--- src/rtl/deq_pkg.sv ---
// Package: widths, request and status codes, and controller states for the deque.
package deq_pkg;

   localparam int DEPTH_DEFAULT = 16;
   localparam int VALUE_W       = 64;
   localparam int TYPE_W        = 3;
   localparam int STATUS_W      = 2;
   localparam int FILL_W        = 5;

   typedef enum logic [TYPE_W-1:0] {
      OP_PUSH_BACK  = 3'd0,
      OP_PUSH_FRONT = 3'd1,
      OP_POP_FRONT  = 3'd2,
      OP_POP_BACK   = 3'd3,
      OP_PEEK_FRONT = 3'd4,
      OP_PEEK_BACK  = 3'd5,
      OP_SEARCH     = 3'd6
   } op_type;

   typedef enum logic [STATUS_W-1:0] {
      STAT_OK    = 2'd0,
      STAT_EMPTY = 2'd1,
      STAT_FULL  = 2'd2
   } status_type;

   typedef enum logic [1:0] {
      ST_IDLE,
      ST_EXEC,
      ST_READ,
      ST_SCAN
   } state_type;

endpackage

--- src/rtl/deq_if.sv ---
// Interfaces: request and response channels with valid/ready handshake.
interface deq_req_if
   import deq_pkg::*;
();
   logic                valid;
   logic                ready;
   logic [TYPE_W-1:0]   req_type;
   logic [VALUE_W-1:0]  item_value;

   modport source (output valid, output req_type, output item_value, input ready);
   modport sink   (input valid, input req_type, input item_value, output ready);
endinterface

interface deq_rsp_if
   import deq_pkg::*;
();
   logic                valid;
   logic                ready;
   logic [VALUE_W-1:0]  out_value;
   logic                found;
   logic [STATUS_W-1:0] status;
   logic [FILL_W-1:0]   fill_count;

   modport source (output valid, output out_value, output found, output status,
                   output fill_count, input ready);
   modport sink   (input valid, input out_value, input found, input status,
                   input fill_count, output ready);
endinterface

--- src/rtl/deq_ram.sv ---
// Generic simple dual-port RAM: one write port, one read port with registered read data.
module deq_ram #(
   parameter int WIDTH = 64,
   parameter int DEPTH = 16
) (
   input  logic                     clock,
   input  logic                     wr_en,
   input  logic [$clog2(DEPTH)-1:0] wr_addr,
   input  logic [WIDTH-1:0]         wr_data,
   input  logic                     rd_en,
   input  logic [$clog2(DEPTH)-1:0] rd_addr,
   output logic [WIDTH-1:0]         rd_data
);

   logic [WIDTH-1:0] mem [DEPTH];

   always_ff @(posedge clock) begin
      if (wr_en) begin
         mem[wr_addr] <= wr_data;
      end
      if (rd_en) begin
         rd_data <= mem[rd_addr];
      end
   end

endmodule

--- src/rtl/double_ended_queue_with_search_unit.sv ---
// Top level: double-ended queue of 64-bit words in a circular RAM, with membership search.
//
// Usage:
//   req_chan carries one request word: req_type selects push back/front, pop front/back,
//   peek front/back or search; item_value is the word to push or to look for.
//   rsp_chan returns exactly one response word per request: out_value (popped or peeked
//   word, else zero), found (search hit), status (ok / empty / full) and fill_count
//   (entries held after the request, low five bits).
//   One request is worked on at a time. A pop or peek with data takes one RAM read, registered;
//   a search compares one stored word per cycle through the single read port of the entry RAM,
//   walking from the front toward the back, and compares at most DEPTH entries.
//   Reset (synchronous, active high) empties the queue; RAM contents are left as they are
//   and only held entries are ever read. rsp_chan has its own output register: a new
//   request is taken while a response waits, and the block holds its finished result
//   (and any pointer or RAM update of a push) until that register frees up.
module double_ended_queue_with_search_unit
   import deq_pkg::*;
#(
   parameter int DEPTH = DEPTH_DEFAULT
) (
   input  logic      clock,
   input  logic      reset,
   deq_req_if.sink   req_chan,
   deq_rsp_if.source rsp_chan
);

   localparam int IDX_W = $clog2(DEPTH);
   localparam int CNT_W = $clog2(DEPTH + 1);
   localparam int SUM_W = CNT_W + 1;

   // Circular buffer slot for a sum below 2*DEPTH.
   function automatic logic [IDX_W-1:0] wrap_slot(input logic [SUM_W-1:0] s);
      logic [IDX_W-1:0] r;
      if (s >= SUM_W'(DEPTH)) begin
         r = IDX_W'(s - SUM_W'(DEPTH));
      end else begin
         r = IDX_W'(s);
      end
      return r;
   endfunction

   state_type            state_ff, state_in;
   logic [IDX_W-1:0]     front_ff, front_in;
   logic [CNT_W-1:0]     count_ff, count_in;
   logic [TYPE_W-1:0]    op_ff;
   logic [VALUE_W-1:0]   val_ff;
   logic [IDX_W-1:0]     scan_slot_ff, scan_slot_in;
   logic [CNT_W-1:0]     scan_idx_ff, scan_idx_in;

   logic                 rsp_valid_ff;
   logic [VALUE_W-1:0]   rsp_value_ff;
   logic                 rsp_found_ff;
   logic [STATUS_W-1:0]  rsp_status_ff;
   logic [FILL_W-1:0]    rsp_fill_ff;

   logic                 req_accept;
   logic                 out_free;
   logic                 is_full, is_empty;
   logic                 scan_hit, scan_end;

   logic [IDX_W-1:0]     back_slot, last_slot, front_prev, front_next, scan_next;

   logic                 ram_wr_en, ram_rd_en;
   logic [IDX_W-1:0]     ram_wr_addr, ram_rd_addr;
   logic [VALUE_W-1:0]   ram_rd_data;

   logic                 fin_valid;
   logic [VALUE_W-1:0]   fin_value;
   logic                 fin_found;
   status_type           fin_status;
   logic [CNT_W-1:0]     fin_count;
   logic                 fin_load;

   assign req_chan.ready = (state_ff == ST_IDLE);
   assign req_accept     = req_chan.valid & req_chan.ready;
   assign out_free       = !rsp_valid_ff || rsp_chan.ready;
   assign fin_load       = fin_valid & out_free;

   assign is_full  = (count_ff == CNT_W'(DEPTH));
   assign is_empty = (count_ff == '0);

   // Slot arithmetic around the ring
   assign back_slot  = wrap_slot(SUM_W'(front_ff) + SUM_W'(count_ff));
   assign last_slot  = wrap_slot(SUM_W'(front_ff) + SUM_W'(count_ff) - SUM_W'(1));
   assign front_prev = (front_ff == '0) ? IDX_W'(DEPTH - 1) : front_ff - IDX_W'(1);
   assign front_next = wrap_slot(SUM_W'(front_ff) + SUM_W'(1));
   assign scan_next  = wrap_slot(SUM_W'(scan_slot_ff) + SUM_W'(1));

   // Search: compare the word read last cycle; stop on a hit or after the back entry
   assign scan_hit = (ram_rd_data == val_ff);
   assign scan_end = scan_hit || (scan_idx_ff == count_ff);

   deq_ram #(
      .WIDTH (VALUE_W),
      .DEPTH (DEPTH)
   ) u_entry_ram (
      .clock   (clock),
      .wr_en   (ram_wr_en),
      .wr_addr (ram_wr_addr),
      .wr_data (val_ff),
      .rd_en   (ram_rd_en),
      .rd_addr (ram_rd_addr),
      .rd_data (ram_rd_data)
   );

   // Next state
   always_comb begin
      state_in = state_ff;
      case (state_ff)
         ST_IDLE: begin
            if (req_accept) state_in = ST_EXEC;
         end
         ST_EXEC: begin
            case (op_ff)
               OP_POP_FRONT, OP_POP_BACK, OP_PEEK_FRONT, OP_PEEK_BACK: begin
                  if (!is_empty) state_in = ST_READ;
                  else if (out_free) state_in = ST_IDLE;
               end
               OP_SEARCH: begin
                  if (!is_empty) state_in = ST_SCAN;
                  else if (out_free) state_in = ST_IDLE;
               end
               default: begin
                  if (out_free) state_in = ST_IDLE;
               end
            endcase
         end
         ST_READ: begin
            if (out_free) state_in = ST_IDLE;
         end
         ST_SCAN: begin
            if (scan_end && out_free) state_in = ST_IDLE;
         end
         default: state_in = ST_IDLE;
      endcase
   end

   // Datapath control: RAM access, pointer updates and the finished result
   always_comb begin
      ram_wr_en    = 1'b0;
      ram_wr_addr  = back_slot;
      ram_rd_en    = 1'b0;
      ram_rd_addr  = front_ff;
      front_in     = front_ff;
      count_in     = count_ff;
      scan_slot_in = scan_slot_ff;
      scan_idx_in  = scan_idx_ff;
      fin_valid    = 1'b0;
      fin_value    = '0;
      fin_found    = 1'b0;
      fin_status   = STAT_OK;
      fin_count    = count_ff;
      case (state_ff)
         ST_EXEC: begin
            case (op_ff)
               OP_PUSH_BACK, OP_PUSH_FRONT: begin
                  fin_valid = 1'b1;
                  if (is_full) begin
                     fin_status = STAT_FULL;
                  end else begin
                     fin_count = count_ff + CNT_W'(1);
                     // commit only together with the response
                     if (out_free) begin
                        ram_wr_en = 1'b1;
                        count_in  = count_ff + CNT_W'(1);
                        if (op_ff == OP_PUSH_FRONT) begin
                           ram_wr_addr = front_prev;
                           front_in    = front_prev;
                        end
                     end
                  end
               end
               OP_POP_FRONT, OP_PEEK_FRONT: begin
                  if (is_empty) begin
                     fin_valid  = 1'b1;
                     fin_status = STAT_EMPTY;
                  end else begin
                     ram_rd_en   = 1'b1;
                     ram_rd_addr = front_ff;
                     if (op_ff == OP_POP_FRONT) begin
                        front_in = front_next;
                        count_in = count_ff - CNT_W'(1);
                     end
                  end
               end
               OP_POP_BACK, OP_PEEK_BACK: begin
                  if (is_empty) begin
                     fin_valid  = 1'b1;
                     fin_status = STAT_EMPTY;
                  end else begin
                     ram_rd_en   = 1'b1;
                     ram_rd_addr = last_slot;
                     if (op_ff == OP_POP_BACK) begin
                        count_in = count_ff - CNT_W'(1);
                     end
                  end
               end
               OP_SEARCH: begin
                  if (is_empty) begin
                     fin_valid = 1'b1;
                  end else begin
                     ram_rd_en    = 1'b1;
                     ram_rd_addr  = front_ff;
                     scan_slot_in = front_next;
                     scan_idx_in  = CNT_W'(1);
                  end
               end
               default: begin
                  fin_valid = 1'b1;
               end
            endcase
         end
         ST_READ: begin
            fin_valid = 1'b1;
            fin_value = ram_rd_data;
         end
         ST_SCAN: begin
            if (scan_end) begin
               fin_valid = 1'b1;
               fin_found = scan_hit;
            end else begin
               ram_rd_en    = 1'b1;
               ram_rd_addr  = scan_slot_ff;
               scan_slot_in = scan_next;
               scan_idx_in  = scan_idx_ff + CNT_W'(1);
            end
         end
         default: ;
      endcase
   end

   always_ff @(posedge clock) begin
      if (reset) begin
         state_ff     <= ST_IDLE;
         front_ff     <= '0;
         count_ff     <= '0;
         rsp_valid_ff <= 1'b0;
      end else begin
         state_ff <= state_in;
         front_ff <= front_in;
         count_ff <= count_in;
         if (fin_load) begin
            rsp_valid_ff <= 1'b1;
         end else if (rsp_chan.ready) begin
            rsp_valid_ff <= 1'b0;
         end
      end
   end

   always_ff @(posedge clock) begin
      if (req_accept) begin
         op_ff  <= req_chan.req_type;
         val_ff <= req_chan.item_value;
      end
      scan_slot_ff <= scan_slot_in;
      scan_idx_ff  <= scan_idx_in;
      if (fin_load) begin
         rsp_value_ff  <= fin_value;
         rsp_found_ff  <= fin_found;
         rsp_status_ff <= fin_status;
         rsp_fill_ff   <= FILL_W'(fin_count);
      end
   end

   assign rsp_chan.valid      = rsp_valid_ff;
   assign rsp_chan.out_value  = rsp_value_ff;
   assign rsp_chan.found      = rsp_found_ff;
   assign rsp_chan.status     = rsp_status_ff;
   assign rsp_chan.fill_count = rsp_fill_ff;

   // Checks
   a_count_bound : assert property (@(posedge clock) disable iff (reset)
      count_ff <= CNT_W'(DEPTH))
      else $error("entry count above depth");

   a_front_bound : assert property (@(posedge clock) disable iff (reset)
      front_ff <= IDX_W'(DEPTH - 1))
      else $error("front slot out of range");

   a_write_in_exec : assert property (@(posedge clock) disable iff (reset)
      ram_wr_en |-> (state_ff == ST_EXEC) && out_free && !is_full)
      else $error("entry write outside a committed push");

   a_accept_to_exec : assert property (@(posedge clock) disable iff (reset)
      req_accept |=> (state_ff == ST_EXEC))
      else $error("accepted request not executed next cycle");

   a_pop_count : assert property (@(posedge clock) disable iff (reset)
      (state_ff == ST_EXEC && !is_empty && (op_ff == OP_POP_FRONT || op_ff == OP_POP_BACK))
      |=> count_ff == $past(count_ff) - CNT_W'(1))
      else $error("pop did not reduce the count by one");

endmodule
--- src/flat_wrapper.sv ---
// flat-port wrapper written by rule: the top's interface ports become plain ports
module double_ended_queue_with_search_unit_flat import deq_pkg::*;
#(
   parameter int DEPTH = DEPTH_DEFAULT
)
  (clock, reset, req_chan_valid, req_chan_req_type, req_chan_item_value, req_chan_ready, rsp_chan_valid, rsp_chan_out_value, rsp_chan_found, rsp_chan_status, rsp_chan_fill_count, rsp_chan_ready);
  deq_req_if req_chan_i ();
  deq_rsp_if rsp_chan_i ();
  input  logic clock;
  input  logic reset;
  input wire logic [$bits(req_chan_i.valid)-1:0] req_chan_valid;
  input wire logic [$bits(req_chan_i.req_type)-1:0] req_chan_req_type;
  input wire logic [$bits(req_chan_i.item_value)-1:0] req_chan_item_value;
  output wire logic [$bits(req_chan_i.ready)-1:0] req_chan_ready;
  output wire logic [$bits(rsp_chan_i.valid)-1:0] rsp_chan_valid;
  output wire logic [$bits(rsp_chan_i.out_value)-1:0] rsp_chan_out_value;
  output wire logic [$bits(rsp_chan_i.found)-1:0] rsp_chan_found;
  output wire logic [$bits(rsp_chan_i.status)-1:0] rsp_chan_status;
  output wire logic [$bits(rsp_chan_i.fill_count)-1:0] rsp_chan_fill_count;
  input wire logic [$bits(rsp_chan_i.ready)-1:0] rsp_chan_ready;
  assign req_chan_i.valid = req_chan_valid;
  assign req_chan_i.req_type = req_chan_req_type;
  assign req_chan_i.item_value = req_chan_item_value;
  assign req_chan_ready = req_chan_i.ready;
  assign rsp_chan_valid = rsp_chan_i.valid;
  assign rsp_chan_out_value = rsp_chan_i.out_value;
  assign rsp_chan_found = rsp_chan_i.found;
  assign rsp_chan_status = rsp_chan_i.status;
  assign rsp_chan_fill_count = rsp_chan_i.fill_count;
  assign rsp_chan_i.ready = rsp_chan_ready;
  double_ended_queue_with_search_unit #(.DEPTH(DEPTH)) u_core (.clock(clock), .reset(reset), .req_chan(req_chan_i), .rsp_chan(rsp_chan_i));
endmodule
--- config.mk ---
export PLATFORM = sky130hd
export DESIGN_NAME = double_ended_queue_with_search_unit_flat
export DESIGN_NICKNAME = d
export VERILOG_FILES = /design/src/rtl/deq_pkg.sv /design/src/rtl/deq_if.sv /design/src/rtl/deq_ram.sv /design/src/rtl/double_ended_queue_with_search_unit.sv /design/src/flat_wrapper.sv
export SDC_FILE = /design/constraint.sdc
export NUM_CORES = 1
export LEC_CHECK = 0
export BUFFER_PORTS_ARGS = -buffer_cell sky130_fd_sc_hd__buf_2
export CAP_MARGIN = 20
export CORE_MARGIN = 4
export CORE_UTILIZATION = 60
export DETAILED_ROUTE_END_ITERATION = 10
export GPL_TIMING_DRIVEN = 0
export PLACE_DENSITY = 0.76
export RECOVER_POWER = 50
export SLEW_MARGIN = 25
export SYNTH_ARGS = -nofsm -noshare
export SYNTH_HDL_FRONTEND = slang
export SYNTH_HIERARCHICAL = 1
export SYNTH_SLANG_ARGS = --single-unit
--- constraint.sdc ---
create_clock -name clock -period 13.6 [get_ports clock]
set_clock_uncertainty 0.05 [all_clocks]
set_input_delay 2.04 -clock clock [delete_from_list [all_inputs] [get_ports clock]]
set_output_delay 2.04 -clock clock [all_outputs]
set_load 0.05 [all_outputs]
# After elaboration in Yosys (flattened, before gate mapping)
# Memory sizes are Yosys's and may differ from the RTL's. A register that Yosys moved wholly into a read port is not among the register bits.
# Cells that the tools add are included.
word_totals:
  out_inout_bits: 74
  ramBits: 1024
  regBits: 160
  inputBits: 71
  n_memories: 1
  word_cells: 141
memory_table:
  columns: ["name", "depth", "word_bits", "rd", "rd_ports_with_merged_regs", "write_ports", "line_no", "source"]
  rows:
  - ["u_core.u_entry_ram.mem", 16, 64, 1, 1, 1, "deq_ram.sv:15", "logic [WIDTH-1:0] mem [DEPTH];"]
op_classes:
  eq_ne: 24
  mux: 64
  n_lt_le_gt_ge: 4
  reduce_logical: 22
  bitwise: 2
  n_addsub: 12
ops:
  columns: ["op", "count"]
  rows:
  - ["two-way mux 4 bit", 21]
  - ["equality test 64 bit", 1]
  - ["two-way mux 5 bit", 12]
  - ["one-hot mux 4 bit (2 select lines)", 3]
  - ["subtractor 4 x 1 -> 4 bit (second input constant)", 5]
  - ["two-way mux 1 bit", 15]
  - ["one-hot mux 5 bit (3 select lines)", 1]
  - ["greater-or-equal comparator 6 x 5 -> 1 bit (second input constant)", 2]
  - ["two-way mux 2 bit", 6]
  - ["inequality test 2 x 1 -> 1 bit (second input constant)", 6]
  - ["inequality test 2 bit (second input constant)", 6]
  - ["adder 4 x 1 -> 5 bit (second input constant)", 2]
  - ["adder 5 x 1 -> 5 bit (second input constant)", 2]
  - ["greater-or-equal comparator 5 bit (second input constant)", 2]
  - ["one-hot mux 5 bit (2 select lines)", 1]
  - ["equality test 3 bit (second input constant)", 3]
  - ["one-hot mux 2 bit (2 select lines)", 2]
  - ["one-hot mux 2 bit (4 select lines)", 1]
  - ["AND reduction 8 bit", 1]
  - ["AND reduction 7 bit", 1]
  - ["adder 4 x 5 -> 6 bit", 1]
  - ["equality test 3 x 2 -> 1 bit (second input constant)", 2]
  - ["nonzero test 2 bit", 3]
  - ["OR reduction 2 bit", 3]
  - ["other kinds (22)", 26]

# Longest topological paths before layout
logic_depth:
  word_depth: 8
  mapped_depth: 14
  mapped_depth_nobuf: 12

# Modules after synthesis
# The synthesis kept the hierarchy.
by_module_without_submodules:
  columns: ["module", "area_each_um2", "seq_area_each_um2", "cells_each", "n_inst"]
  rows:
  - ["deq_ram", 40223.6, 32671.3, 1647, 1]
  - ["double_ended_queue_with_search_unit", 7210.7, 4684.5, 518, 1]

# Worst setup path after synthesis
# No wires, ideal clock.
synth_timing:
  path_type: "input to register"
  from: "input port rsp_chan_ready"
  to: "memory u_core.u_entry_ram.mem[0][0] (enable)"
  required_ps: 12985
  arrival_time_ps: 7559
  n_path_buf: 0
  setup_ps: 565
  path_slack_ps: 5426
  stages: 6
  path_cell_list: "nand2b_1 nand4_1 nor2_1 a21oi_1 or3b_2 nor3_1"
synth_via:
  elab_cells_between_ends: 11
  classes_between: "10 x mux; 1 x reduce/logical"
synth_lines:
  columns: ["element", "line_no", "source"]
  rows:
  - ["from (decl)", "flat_wrapper.sv:20", "input wire logic [$bits(rsp_chan_i.ready)-1:0] rsp_chan_ready;"]
  - ["logical OR 1 bit", "double_ended_queue_with_search_unit.sv:76", "assign out_free = !rsp_valid_ff || rsp_chan.ready;"]
  - ["two-way mux 4 bit", "double_ended_queue_with_search_unit.sv:163", "if (out_free) begin"]
  - ["two-way mux 4 bit", "double_ended_queue_with_search_unit.sv:158", "if (is_full) begin"]
  - ["two-way mux 4 bit", "double_ended_queue_with_search_unit.sv:155", "case (op_ff)"]
  - ["two-way mux 4 bit", "double_ended_queue_with_search_unit.sv:153", "case (state_ff)"]
  - ["via u_core.ram_wr_addr[2]", "double_ended_queue_with_search_unit.sv:64", "logic [IDX_W-1:0] ram_wr_addr, ram_rd_addr;"]
  - ["to (decl)", "deq_ram.sv:15", null]
# The timed path passes the listed nets, and every way through them passes these cells.

# Final worst setup path
layout_timing:
  from: "register u_core.val_ff[61]"
  to: "register u_core.u_entry_ram.rd_data[5] (read register of u_core.u_entry_ram.mem) (data pin)"
layout_via:
  elab_chain_len: 4
  elab_cells_between_ends: 6
  classes_between: "1 x eq/ne; 4 x mux; 1 x reduce/logical"
layout_rtl:
  columns: ["element", "line_no", "source"]
  rows:
  - ["from (decl)", "double_ended_queue_with_search_unit.sv:46", "logic [VALUE_W-1:0] val_ff;"]
  - ["from (signal assigned)", "double_ended_queue_with_search_unit.sv:253", "val_ff <= req_chan.item_value;"]
  - ["equality test 64 bit", "double_ended_queue_with_search_unit.sv:90", "assign scan_hit = (ram_rd_data == val_ff);"]
  - ["logical OR 1 bit", "double_ended_queue_with_search_unit.sv:91", "assign scan_end = scan_hit || (scan_idx_ff == count_ff);"]
  - ["two-way mux 4 bit", "double_ended_queue_with_search_unit.sv:218", "if (scan_end) begin"]
  - ["one-hot mux 4 bit (2 select lines)", "double_ended_queue_with_search_unit.sv:153", null]
  - ["via u_core.ram_rd_addr[1]", "double_ended_queue_with_search_unit.sv:64", null]
  - ["to (decl)", "deq_ram.sv:12", "output logic [WIDTH-1:0] rd_data"]
# The timed path passes the listed nets, and every way through them passes these cells.
# A chain may end at the register's enable or synchronous reset.

==> impl_results.md <==
- Status: finished, violations left
- Failing checks: capacitance limit, slew limit
- Detailed Routing Iterations Pass 1: 5
- IO buf count: 144
- Starting density of the core: 0.609
- Worst EP arrival: 7.04 ns
- Post-route ant nets: 0
- Via count: 24400
- Power per cell area: 148 nW/um^2
- Clock slew seen by the registers of the worst setup and hold paths: 0.06 ns
- Starting DRT DRC Count: 3610
- CTS sink count: 1248
- Synthesized area: 47400 sq um
- Mean post-synth cell area: 21.9 sq um
- Crit end category: register
- Rel. slew slack: -0.527
- Critical path class: register to register
- Synth Area in Compound Gates: 0.0272
- Post-Synth Adder-Cell Area: 0.00332
- Place WS: 7.45 ns
- Async SR Flop Fraction: 0
- Diodes inserted: 0
- Die W: 289 um
- Most common cell after layout, fill and taps aside: edfxtp_1
- Fmax: 150 MHz
- Worst hold path startpoint: u_core/u_entry_ram/rd_data[12]
- Top post-synthesis cells by area: edfxtp_1, mux4_2, a22oi_1, xnor2_1, and2_1
- FF/Latch Area: 37400 sq um
- Multi-input logic area: 9610 sq um
- Clk buf depth: 3
- DR vias/cell: 6.64
- Gr ovfl total: 0
- Final setup fails: 0
- CTS Hold Bufs: 0
- CP startpoint: u_core/val_ff[61]
- Xor/xnor share of the synthesized area: 0.0178
- Sequential area share after synthesis: 0.788
- Routability-driven placement congestion ratio: 0.821
- Yosys cell types: 57
- Top cell type's share of synthesized area: 0.782
- Worst-Margin Slew: 2.29 ns
- Leak Pwr: 17.3 nW
- Core area: 77800 sq um
- Worst Path Required: 13.98 ns
- Syn Inst Count: 2165
- Final cell count without fillers: 3669
- Critical Path Source Type: register
- Dominant cell type by area after synthesis: edfxtp_1
- Area growth, synth to finish: 16.1%
- # nets final: 2614
- Largest fanout on the critical path: 17
- WL/cell: 32.6 um
- Crit Reg-Reg Startpoint: u_core/val_ff[61]
- Vias in the first global route: 24700
- Slack of the critical path: 6.94 ns
- Post-synth net total: 2248
- Most frequent cells in the layout: edfxtp_1, mux4_2, a22oi_1, clkbuf_1, clkbuf_16
- H-tree depth: 3
- Num CTS Buffers: 119
- HPWL Detailed: 75300 um
- Post_cts resized: 0
- Simple-gate share of the synthesized area: 0.0283
- Root buffer cell: clkbuf_16
- RSZ-0062 raised after global routing: false
- # fillers: 4510
- CTS tree: done
- # DRC: 0
- Tcrit/Tclk final: 0.490
- Pin count of the biggest net entering global routing: 39
- Post-CTS setup buffers: 0
- Detailed Route WL: 120000 um
- Tmin final: 6.66 ns
- Post-synthesis mux area share: 0.124
- Dpl cells: 3450
- Main combinational cell family by area after synthesis: multiplexers
- Area of the die: 83600 sq um
- VDD IR max: 0.000102 V
- EDFF count, synth: 1236
- Rows: 102
- Max Cap Viol: 3
- First-pass GRT wire length: 173000 um
- Layout cells sized above 1: 0.256
- Clk Latency, worst-skew pair: 0.71 ns
- I/O Pins: 145
- Hold Crit Class: register to register
- Primary FF master, synth: edfxtp_1
- Synth Warn #: 6
- Initial antenna violation count: 4
- Power Total: 8.13 mW
- Final hold violations: 0
- Final slew viol count: 72
- GRT Overall Usage: 0.292
- Yosys reg bits: 1248
- Chip height: 289 um
[worst max-delay path, cell delays in order, from the launching register on]
cell	delay [ns]
edfxtp_1	0.60
xnor2_1	0.69
nand4_1	0.47
nor4_1	0.73
and4_1	0.48
nor4_1	0.11
a311oi_1	0.70
clkbuf_1	0.87
clkbuf_1	0.88
mux4_2	0.44
a22oi_1	0.26
nand2_1	0.11
[per-layer routing]
| layer | vias up | share of wire | global-route usage |
|---|---|---|---|
| li1 | 9755 | - | - |
| met1 | 12700 | 0.35 | 0.397 |
| met3 | 237 | 0.11 | 0.0592 |
| met2 | 1709 | 0.50 | 0.480 |
| met4 | 0 | 0.037 | 0.106 |
| met5 | - | 0 | 0 |
[power breakdown]
group | switching, mW | total, mW | internal [mW]
logic | 0.321 | 0.477 | 0.156
clock network | 1.40 | 3.24 | 1.85
registers | 0.0820 | 4.41 | 4.32
[registers in the layout, summed over array words and instances (netlist names), 2 cells and up]
name,cells
u_core/rsp_chan.fill_count,5
u_core/scan_idx_ff,5
u_core/state_ff,2
u_core/u_entry_ram/mem,1024
u_core/val_ff,64
u_core/scan_slot_ff,4
u_core/op_ff,3
u_core/count_ff,5
u_core/rsp_chan.status,2
u_core/u_entry_ram/rd_data,64
u_core/rsp_chan.out_value,64
u_core/front_ff,4
[final timing paths]
check,end,slack (ns),cells after the start
min,u_core/rsp_chan.out_value[12],0.54,1
min reg2reg,u_core/rsp_chan.out_value[12],0.54,1
max reg2reg,u_core/u_entry_ram/rd_data[5],6.94,11
max,u_core/u_entry_ram/rd_data[5],6.94,11
[logic make-up after synthesis]
kind of cell / after synthesis
muxes: 265
buffers and inverters: 114
DFF: 1248
adders and majority gates: 12
and+or+nand+nor: 257
AOI/OAI and AO/OA: 175
xor gates and xnor gates: 94
[Yosys cell counts, drive strengths merged, types with 6 or more instances]
| master | n |
|---|---|
| edfxtp | 1236 |
| mux4 | 256 |
| a22oi | 129 |
| xnor2 | 81 |
| nand2 | 78 |
| and2 | 67 |
| buf | 52 |
| clkbuf | 50 |
| nor2 | 37 |
| nand4 | 23 |
| a21oi | 14 |
| dfxtp | 12 |
| inv | 12 |
| xor2 | 12 |
| ha | 11 |
| nand3 | 9 |
| nand2b | 8 |
| nor3 | 8 |
| nor4 | 6 |
[through the flow]
stage | utilization | TNS, ns | hold WS, ns | instance area [sq um]
3_5_place_dp | 0.660 | 0 | 0.519 | 51400
2_1_floorplan | - | 0 | 0.498 | 47400
4_1_cts | 0.709 | 0 | 0.534 | 55200
6_report | 0.707 | 0 | 0.536 | 55100
3_3_place_gp | 0.635 | -2.50 | 0.519 | 49500
5_1_grt | 0.707 | 0 | 0.553 | 55100
[layout make-up]
cell class	instances	area share
multi-input cells	803	0.174
plain buffers	102	0.00982
inverters	12	0.000818
repair buffers	245	0.0441
clock buffers	145	0.0566
clock inverters	74	0.0121
flip-flops and latches	1248	0.678
well taps	1040	0.0236
Note: power is estimated with default switching activity, not from simulation.
